===== src/hw/rtl/nsl_pkg.sv =====
// shared types, constants and helpers for the nine-slice layout block
// no dependencies
package nsl_pkg;

  localparam int NUM_SLOTS = 9;
  localparam int SLOT_W    = $clog2(NUM_SLOTS);

  typedef logic [SLOT_W-1:0] slot_t;
  typedef logic signed [19:0] coord_t;

  localparam slot_t SLOT_FIRST = SLOT_W'(0);
  localparam slot_t SLOT_LAST  = SLOT_W'(NUM_SLOTS - 1);
  localparam slot_t SLOT_COUNT = SLOT_W'(NUM_SLOTS);

  localparam logic CMD_STORE  = 1'b0;
  localparam logic CMD_LAYOUT = 1'b1;

  localparam logic [1:0] REG_TARGET_W = 2'd0;
  localparam logic [1:0] REG_TARGET_H = 2'd1;
  localparam logic [1:0] REG_ANCHOR_X = 2'd2;
  localparam logic [1:0] REG_ANCHOR_Y = 2'd3;

  localparam logic [1:0] BAND_LO  = 2'd0;
  localparam logic [1:0] BAND_MID = 2'd1;
  localparam logic [1:0] BAND_HI  = 2'd2;

  localparam logic [16:0] ANCHOR_ONE = 17'd65536;
  localparam logic [34:0] ROUND_HALF = 35'd32768;

  localparam logic signed [21:0] SAT_MAX = 22'sd524287;
  localparam logic signed [21:0] SAT_MIN = -22'sd524288;

  typedef struct packed {
    logic        present;
    logic [15:0] width;
    logic [15:0] height;
    logic [15:0] shift_x;
    logic [15:0] shift_y;
  } part_t;

  typedef struct packed {
    logic clear;
    logic take;
    logic calc_tgt;
    logic calc_mul;
  } axis_ctl_t;

  typedef enum logic [6:0] {
    ST_IDLE  = 7'b0000001,
    ST_SCAN  = 7'b0000010,
    ST_DRAIN = 7'b0000100,
    ST_TGT   = 7'b0001000,
    ST_MUL   = 7'b0010000,
    ST_ORG   = 7'b0100000,
    ST_EMIT  = 7'b1000000
  } state_t;

  function automatic logic [1:0] slot_col(input slot_t s);
    logic [1:0] c;
    case (s) inside
      4'd0, 4'd3, 4'd6: c = BAND_LO;
      4'd1, 4'd4, 4'd7: c = BAND_MID;
      default:          c = BAND_HI;
    endcase
    return c;
  endfunction

  function automatic logic [1:0] slot_row(input slot_t s);
    logic [1:0] r;
    case (s) inside
      [4'd0:4'd2]: r = BAND_LO;
      [4'd3:4'd5]: r = BAND_MID;
      default:     r = BAND_HI;
    endcase
    return r;
  endfunction

  function automatic coord_t sat20(input logic signed [21:0] v);
    coord_t r;
    if (v > SAT_MAX) r = coord_t'(SAT_MAX);
    else if (v < SAT_MIN) r = coord_t'(SAT_MIN);
    else r = $signed(v[19:0]);
    return r;
  endfunction

endpackage


===== src/hw/rtl/nsl_ram.sv =====
// generic simple dual-port ram, one write port and one registered read port
// no dependencies
module nsl_ram #(
  parameter int WIDTH = 8,
  parameter int DEPTH = 16
) (
  input  logic                     clk,
  input  logic                     we,
  input  logic [$clog2(DEPTH)-1:0] waddr,
  input  logic [WIDTH-1:0]         wdata,
  input  logic                     re,
  input  logic [$clog2(DEPTH)-1:0] raddr,
  output logic [WIDTH-1:0]         rdata
);

  logic [WIDTH-1:0] mem [DEPTH];

  always_ff @(posedge clk) begin
    if (we) begin
      mem[waddr] <= wdata;
    end
    if (re) begin
      rdata <= mem[raddr];
    end
  end

endmodule


===== src/hw/rtl/nsl_axis.sv =====
// one layout axis: band maxima, clamped target size and anchored origin
// depends on nsl_pkg
module nsl_axis (
  input  logic              clk,
  input  nsl_pkg::axis_ctl_t ctl,
  input  logic              present,
  input  logic [1:0]        sel,
  input  logic [15:0]       size,
  input  logic [16:0]       treg,
  input  logic [16:0]       areg,
  output logic [17:0]       band_lo,
  output logic [17:0]       band_mid,
  output logic [17:0]       band_hi,
  output nsl_pkg::coord_t   origin
);
  import nsl_pkg::*;

  logic [15:0] bmax [3];
  logic [17:0] mid;
  logic [17:0] tgt;
  logic [34:0] prod;

  logic [17:0] natural;
  logic [17:0] min_size;
  logic [17:0] tgt_req;
  logic [17:0] tgt_calc;
  logic [16:0] anc;
  logic [34:0] rounded;

  always_comb begin
    natural  = {2'b0, bmax[0]} + {2'b0, bmax[1]} + {2'b0, bmax[2]};
    min_size = {2'b0, bmax[0]} + {2'b0, bmax[2]};
    // negative request selects the natural size
    tgt_req  = treg[16] ? natural : {2'b0, treg[15:0]};
    tgt_calc = (tgt_req < min_size) ? min_size : tgt_req;
    anc      = (areg > ANCHOR_ONE) ? ANCHOR_ONE : areg;
    rounded  = prod + ROUND_HALF;
    origin   = -$signed({1'b0, rounded[34:16]});
  end

  always_ff @(posedge clk) begin
    if (ctl.clear) begin
      for (int i = 0; i < 3; i++) bmax[i] <= '0;
    end else if (ctl.take && present && (size > bmax[sel])) begin
      bmax[sel] <= size;
    end
    if (ctl.calc_tgt) begin
      tgt <= tgt_calc;
      mid <= tgt_calc - min_size;
    end
    if (ctl.calc_mul) begin
      prod <= {18'b0, anc} * {17'b0, tgt};
    end
  end

  assign band_lo  = {2'b0, bmax[0]};
  assign band_mid = mid;
  assign band_hi  = {2'b0, bmax[2]};

endmodule


===== src/hw/rtl/nine_slice_layout_top.sv =====
// nine-slice layout top level: part store, sequencer and rectangle output
// depends on nsl_pkg, nsl_ram, nsl_axis
//
// channel   dir  handshake                 payload
// item      in   item_valid / item_ready   command, part_index, part_*
// rect      out  rect_valid / rect_ready   slot, slot_present, rect_*, last
// cfg       in   cfg_write                 cfg_index, cfg_data
//
// a store word is written as it is accepted; a layout word runs nine
// ram reads for the band scan, one drain step, target, multiply and origin
// steps, then one ram read per rectangle, which output stalls can hold.
// the part ram has one read port, so scan and emit each walk nine entries.
// reset returns the config registers to their defaults and clears the
// per-slot written flags; an unwritten slot reads as zero. item_ready is
// high only while idle.
module nine_slice_layout_top (
  input  logic                 clk,
  input  logic                 rst,
  input  logic                 item_valid,
  output logic                 item_ready,
  input  logic                 command,
  input  logic [3:0]           part_index,
  input  logic                 part_present,
  input  logic [15:0]          part_width,
  input  logic [15:0]          part_height,
  input  logic signed [15:0]   part_offset_x,
  input  logic signed [15:0]   part_offset_y,
  output logic                 rect_valid,
  input  logic                 rect_ready,
  output logic [3:0]           slot,
  output logic                 slot_present,
  output nsl_pkg::coord_t      rect_left,
  output nsl_pkg::coord_t      rect_top,
  output nsl_pkg::coord_t      rect_right,
  output nsl_pkg::coord_t      rect_bottom,
  output logic                 last,
  input  logic                 cfg_write,
  input  logic [1:0]           cfg_index,
  input  logic [16:0]          cfg_data
);
  import nsl_pkg::*;

  state_t state, state_next;

  logic [16:0] target_width, target_height, anchor_x, anchor_y;
  logic [NUM_SLOTS-1:0] written;
  slot_t cnt;
  slot_t dslot;
  logic  scan_v;
  coord_t x_acc, y_acc;

  logic      accept, store_we, re, load_out;
  slot_t     raddr;
  part_t     wpart, rpart, entry;
  axis_ctl_t ctl;

  logic [17:0] bw_lo, bw_mid, bw_hi, bh_lo, bh_mid, bh_hi;
  coord_t      origin_x, origin_y;
  logic [1:0]  col, row;
  logic [17:0] bw_c, bh_r;
  logic signed [21:0] left_w, top_w, right_w, bottom_w;

  assign item_ready = (state == ST_IDLE);
  assign accept     = item_valid && item_ready;
  assign store_we   = accept && (command == CMD_STORE) && (part_index < SLOT_COUNT);

  assign wpart = '{present: part_present, width: part_width, height: part_height,
                   shift_x: part_offset_x, shift_y: part_offset_y};

  nsl_ram #(.WIDTH($bits(part_t)), .DEPTH(NUM_SLOTS)) u_ram (
    .clk   (clk),
    .we    (store_we),
    .waddr (part_index),
    .wdata (wpart),
    .re    (re),
    .raddr (raddr),
    .rdata (rpart)
  );

  // slot never written reads as all zero
  assign entry = written[dslot] ? rpart : '0;
  assign col   = slot_col(dslot);
  assign row   = slot_row(dslot);

  nsl_axis u_axis_x (
    .clk      (clk),
    .ctl      (ctl),
    .present  (entry.present),
    .sel      (col),
    .size     (entry.width),
    .treg     (target_width),
    .areg     (anchor_x),
    .band_lo  (bw_lo),
    .band_mid (bw_mid),
    .band_hi  (bw_hi),
    .origin   (origin_x)
  );

  nsl_axis u_axis_y (
    .clk      (clk),
    .ctl      (ctl),
    .present  (entry.present),
    .sel      (row),
    .size     (entry.height),
    .treg     (target_height),
    .areg     (anchor_y),
    .band_lo  (bh_lo),
    .band_mid (bh_mid),
    .band_hi  (bh_hi),
    .origin   (origin_y)
  );

  always_comb begin
    state_next   = state;
    re           = 1'b0;
    raddr        = cnt;
    load_out     = 1'b0;
    ctl          = '0;
    ctl.take     = scan_v;
    case (state)
      ST_IDLE: begin
        if (accept && (command == CMD_LAYOUT)) begin
          ctl.clear  = 1'b1;
          state_next = ST_SCAN;
        end
      end
      ST_SCAN: begin
        re = 1'b1;
        if (cnt == SLOT_LAST) state_next = ST_DRAIN;
      end
      ST_DRAIN: state_next = ST_TGT;
      ST_TGT: begin
        ctl.calc_tgt = 1'b1;
        state_next   = ST_MUL;
      end
      ST_MUL: begin
        ctl.calc_mul = 1'b1;
        state_next   = ST_ORG;
      end
      ST_ORG: begin
        re         = 1'b1;
        raddr      = SLOT_FIRST;
        state_next = ST_EMIT;
      end
      ST_EMIT: begin
        if (!rect_valid || rect_ready) begin
          load_out = 1'b1;
          if (dslot == SLOT_LAST) begin
            state_next = ST_IDLE;
          end else begin
            re    = 1'b1;
            raddr = dslot + SLOT_W'(1);
          end
        end
      end
      default: state_next = ST_IDLE;
    endcase
  end

  always_comb begin
    case (col)
      BAND_LO:  bw_c = bw_lo;
      BAND_MID: bw_c = bw_mid;
      default:  bw_c = bw_hi;
    endcase
    case (row)
      BAND_LO:  bh_r = bh_lo;
      BAND_MID: bh_r = bh_mid;
      default:  bh_r = bh_hi;
    endcase
    left_w   = $signed({{2{x_acc[19]}}, x_acc})
             + $signed({{6{entry.shift_x[15]}}, entry.shift_x});
    top_w    = $signed({{2{y_acc[19]}}, y_acc})
             + $signed({{6{entry.shift_y[15]}}, entry.shift_y});
    right_w  = left_w + $signed({4'b0, bw_c});
    bottom_w = top_w + $signed({4'b0, bh_r});
  end

  always_ff @(posedge clk) begin
    if (rst) begin
      state         <= ST_IDLE;
      rect_valid    <= 1'b0;
      written       <= '0;
      scan_v        <= 1'b0;
      cnt           <= '0;
      dslot         <= '0;
      target_width  <= '1;
      target_height <= '1;
      anchor_x      <= '0;
      anchor_y      <= '0;
    end else begin
      state  <= state_next;
      scan_v <= (state == ST_SCAN);
      if (cfg_write) begin
        case (cfg_index)
          REG_TARGET_W: target_width  <= cfg_data;
          REG_TARGET_H: target_height <= cfg_data;
          REG_ANCHOR_X: anchor_x      <= cfg_data;
          REG_ANCHOR_Y: anchor_y      <= cfg_data;
          default: ;
        endcase
      end
      if (store_we) written[part_index] <= 1'b1;
      if (state == ST_IDLE) cnt <= '0;
      else if (state == ST_SCAN) cnt <= cnt + SLOT_W'(1);
      if (re) dslot <= raddr;
      if (load_out) rect_valid <= 1'b1;
      else if (rect_ready) rect_valid <= 1'b0;
    end
  end

  // position accumulators and output word
  always_ff @(posedge clk) begin
    if (state == ST_ORG) begin
      x_acc <= origin_x;
      y_acc <= origin_y;
    end else if (load_out) begin
      if (col == BAND_HI) begin
        x_acc <= origin_x;
        y_acc <= y_acc + $signed({2'b0, bh_r});
      end else begin
        x_acc <= x_acc + $signed({2'b0, bw_c});
      end
    end
    if (load_out) begin
      slot         <= dslot;
      slot_present <= entry.present;
      rect_left    <= sat20(left_w);
      rect_top     <= sat20(top_w);
      rect_right   <= sat20(right_w);
      rect_bottom  <= sat20(bottom_w);
      last         <= (dslot == SLOT_LAST);
    end
  end

endmodule


===== config.mk =====
export PLATFORM = sky130hd
export DESIGN_NAME = nine_slice_layout_top
export DESIGN_NICKNAME = d
export VERILOG_FILES = /design/src/hw/rtl/nsl_pkg.sv /design/src/hw/rtl/nsl_ram.sv /design/src/hw/rtl/nsl_axis.sv /design/src/hw/rtl/nine_slice_layout_top.sv
export SDC_FILE = /design/constraint.sdc
export NUM_CORES = 2
export LEC_CHECK = 0
export BUFFER_PORTS_ARGS = -buffer_cell sky130_fd_sc_hd__buf_2
export CORE_MARGIN = 3
export CORE_UTILIZATION = 25
export CTS_CLUSTER_SIZE = 12
export DETAILED_ROUTE_END_ITERATION = 8
export SLEW_MARGIN = 20
export SYNTH_ARGS = -nofsm -noshare
export SYNTH_HDL_FRONTEND = slang
export SYNTH_SLANG_ARGS = --single-unit

===== constraint.sdc =====
create_clock -name clk -period 25.1 [get_ports clk]
set_clock_uncertainty 0.1 [all_clocks]
set_input_delay 1.255 -clock clk [delete_from_list [all_inputs] [get_ports clk]]
set_output_delay 1.255 -clock clk [all_outputs]
set_load 0.005 [all_outputs]

==> metrics list <==
* Result of the run: finished, final reports clean
- The worst pin sits at a relative slew slack of 0.244.
- Synth Net Count: 8,441
- Worst-margin pin slew: 1130 ps
- For the finished layout, the period the worst path requires is 9240 ps.
- Count of input and output buffers: 181
- Critical path's slowest cell: sky130_fd_sc_hd__nor3_4
- Once placement completed, the tool counted placed cells totaling 11,200.
- Worst setup SP type: flop
* Maximum net fanout on the critical path: 16
- The number of global-route vias before repair was 53,900.
* Die Span X: 552 um
- Tracing the worst setup path back leads to its startpoint at u_axis_y.bmax[0][1].
* Initial antenna violation count: 78
- CTS saw 1,078 sinks.
- Dividing the final minimum period by the clock period gives 0.368.
- Number of search-and-repair iterations in the first detailed-routing pass: 6
* Required time worst endpoint: 25,440 ps
- Family with the most delay on the worst path: compound AO/OA/AOI/OAI gates
- The finished layout holds 11,500 standard cells, fillers aside.
- Crit path arrival time: 9580 ps
* Clock tree from TritonCTS: done
- Row cnt: 199
- Routability congestion estimate from global placement: 0.882
- Top flip-flop cell by instance count after synthesis: sky130_fd_sc_hd__edfxtp_1
- Share of synthesized registers carrying an async set or reset: 0
- Fill cell instance count of the final layout: 30,600
* Wire length of the first global-routing pass: 326 mm
* Starting DRT DRC Count: 3,808
- Final layout net count: 8,476
- In this run the post-CTS setup repair buffer count came out at 0.
- DRC violations left: 0
* Resized cells post-CTS: 0
- Launch instance of the worst min-delay path: anchor_y[5]
- The critical path is of the flop to flop type.
* Total power divided by cell area: 55.3 nW/um^2
- Aggregate global-route resource usage: 0.137
* Clock Latency Late Sink: 740 ps
- The die is 552 um tall.
- In this run, distinct cell masters in the synthesized netlist total 92.
* RSZ-0062 raised after global routing: false
- Seq cells post-synth: 1,078
- Hold-fix buffers, CTS: 0
- The count of nets left with antenna violations once routing finished came out at 0.
- Worst path max stage delay: 750 ps
- DP Wirelength: 153 mm
- Commonest non-fill, non-tap cells in the layout: sky130_fd_sc_hd__nand2_1, sky130_fd_sc_hd__edfxtp_1, sky130_fd_sc_hd__inv_1
- Entering global routing, the biggest net connects 197 pins.
* Most frequent standard cell in the layout excluding fill and tap cells: sky130_fd_sc_hd__nand2_1
- The H-tree was split into 3 levels.
* Via/cell ratio: 4.66
- For this run, the register share of the synthesized area comes to 0.422.
- In this run the static leakage power is 34.3 nW.
- After detailed routing, the total wire length is 214 mm.
- After clock tree synthesis, the clock-pin slew on the worst setup and hold paths is 60 ps.
- Class of the worst hold path: flop to flop
* Most common cell on crit path: sky130_fd_sc_hd__a21oi_1
- The routed layout has 53,500 vias.
* Remaining global-route overflow: 0
- Initial core utilization: 0.252
- Instance count of the mapped netlist: 7,327
- Core region area: 295,000 sq um
- Dividing the detail-routed wire length by the instance count gives 18.7 um.
- The floorplan step defined a die boundary enclosing 305,000 sq um.
* Post-Syn Area: 74,600 sq um
* Setup slack at placement: 15,920 ps
* Number of enable-type register cells in the synthesized netlist: 984
- IR analysis of the VDD net gives a maximum drop of 0.0000593 V.
- The final number of hold-violating endpoints came to 0.
- Buffering stage count on the worst path with inverters included: 0
* Final Max Tran Viols: 0
- Kind of end point of the critical path: flop
- Once routing completed, OpenROAD measured the worst setup slack at 15,860 ps.
* Top achievable clock speed: 0.108 GHz
- Synthesis Warnings: 0
* Syn-to-layout area delta: 12.1%
- Setup violations remaining at the end of the flow were counted as 0.
* Critical R2R Launch: u_axis_y.bmax[0][1]
* Proportion of layout cells with a drive suffix above 1: 0.0689
- The clock passes through at most 3 buffers.
- Average cell area after synthesis: 10.2 sq um
- Number of clock buffers inserted by TritonCTS: 114
* Accumulated negative setup slack: 0 ps
* I/O pin cnt: 182
- Across the run, the number of max-cap violations was 0.
- Clock Root Buffer: sky130_fd_sc_hd__clkbuf_16
## registers in the layout, indices dropped and copies added, names as in the netlist, 18 cells and up
| signal | cells |
|---|---|
| u_axis_y.tgt | 18 |
| y_acc | 20 |
| u_axis_y.band_mid | 18 |
| u_ram.rdata | 65 |
| u_axis_x.prod | 20 |
| u_ram.mem | 585 |
| u_axis_y.bmax | 48 |
| x_acc | 20 |
| rect_bottom | 20 |
| rect_right | 20 |
| rect_left | 20 |
| u_axis_x.band_mid | 18 |
| u_axis_x.tgt | 18 |
| rect_top | 20 |
| u_axis_y.prod | 20 |
| u_axis_x.bmax | 48 |
## metrics by stage
| step | power (W) | cell area [sq um] | hold WS (ps) | util |
|---|---|---|---|---|
| after global routing | 0.00485 | 83600 | 388 | 0.283 |
| after floorplan | 0.00277 | 74600 | 306 | - |
| after detailed placement | 0.00303 | 79900 | 363 | 0.270 |
| final | 0.00462 | 83600 | 371 | 0.283 |
| after global placement | 0.00301 | 79900 | 344 | 0.270 |
| after CTS | 0.00466 | 83400 | 371 | 0.282 |
## worst reg2reg max path: cells and delay by family (launching register included)
kind,cells,cell delay (ps)
XOR/XNOR,2,290
multiplexers,1,470
AO/OA/AOI/OAI,24,5350
AND/OR/NAND/NOR,3,1040
flip-flops,1,470
adder cells (fa/ha/maj),4,1250
## logic make-up after synthesis
logic type | synth area share
and+or+nand+nor | 0.153
AOI/OAI and AO/OA | 0.0997
buffers and inverters | 0.0585
DFF | 0.422
adders and majority gates | 0.223
xor gates and xnor gates | 0.0347
muxes | 0.00978
## Yosys cell counts (9+ instances only)
cell	count	area, sq um
sky130_fd_sc_hd__nand2b_1	27	169
sky130_fd_sc_hd__o21bai_1	29	218
sky130_fd_sc_hd__a211o_1	30	263
sky130_fd_sc_hd__a21boi_0	10	75.1
sky130_fd_sc_hd__nor2_1	414	1550
sky130_fd_sc_hd__a31oi_1	82	513
sky130_fd_sc_hd__clkbuf_1	249	935
sky130_fd_sc_hd__and3_1	102	638
sky130_fd_sc_hd__nand3_1	202	1010
sky130_fd_sc_hd__o31ai_1	20	150
sky130_fd_sc_hd__nor3_1	56	280
sky130_fd_sc_hd__o21a_1	47	353
sky130_fd_sc_hd__o21ai_0	138	691
sky130_fd_sc_hd__nand4_1	21	131
sky130_fd_sc_hd__a21o_1	154	1160
sky130_fd_sc_hd__a211oi_1	37	278
sky130_fd_sc_hd__nand2_1	1352	5070
sky130_fd_sc_hd__nor4_1	18	113
sky130_fd_sc_hd__a21oi_1	413	2070
sky130_fd_sc_hd__nand3b_1	23	173
sky130_fd_sc_hd__xnor2_1	190	1660
sky130_fd_sc_hd__edfxtp_1	984	29500
sky130_fd_sc_hd__buf_2	51	255
sky130_fd_sc_hd__o21ai_1	9	45.0
sky130_fd_sc_hd__or3_1	27	169
sky130_fd_sc_hd__nor2b_1	85	532
sky130_fd_sc_hd__ha_1	532	6660
sky130_fd_sc_hd__xor2_1	105	920
sky130_fd_sc_hd__o211ai_1	20	150
sky130_fd_sc_hd__and2_1	167	1040
sky130_fd_sc_hd__a2111oi_0	9	78.8
sky130_fd_sc_hd__a311oi_1	70	613
sky130_fd_sc_hd__inv_1	798	3000
sky130_fd_sc_hd__dfxtp_1	94	1880
sky130_fd_sc_hd__nor3b_1	10	75.1
sky130_fd_sc_hd__mux2i_1	56	561
sky130_fd_sc_hd__mux2_2	13	146
sky130_fd_sc_hd__maj3_1	17	170
sky130_fd_sc_hd__or2_2	13	81.3
sky130_fd_sc_hd__fa_1	488	9770
sky130_fd_sc_hd__buf_1	34	128
## cell type report
type                       count  area (sq um)  share of cell area
tap                         3919          4900              0.0586
antenna                      102           255             0.00305
clock inverter                45           442             0.00528
sequential                  1078         31400               0.376
inverter                     798          3000              0.0358
clock buffer                 152          3050              0.0364
multi-input combinational   5111         39000               0.467
timing repair buffer         259          1520              0.0181
## metal layers
metal / track usage / share of wire / up-vias
met1: 0.174 / 0.42 / 26500
met4: 0.0567 / 0.042 / 50
li1: - / - / 25100
met3: 0.0279 / 0.068 / 345
met2: 0.226 / 0.47 / 1480
met5: 0 / 0.0015 / -
## path summary, 6_finish.rpt
path	slack, ps	cells past startpoint	endpoint
max	15860	34	u_axis_y.band_mid[17]
min reg2reg	370	2	anchor_y[5]
max reg2reg	15860	34	u_axis_y.band_mid[17]
min	370	2	anchor_y[5]
## where the power goes
| part | switching, W | internal [W] |
|---|---|---|
| Clock | 0.000721 | 0.000893 |
| Combinational | 0.000578 | 0.000394 |
| Sequential | 0.0000160 | 0.00202 |
(Power assumes the default switching activity.)
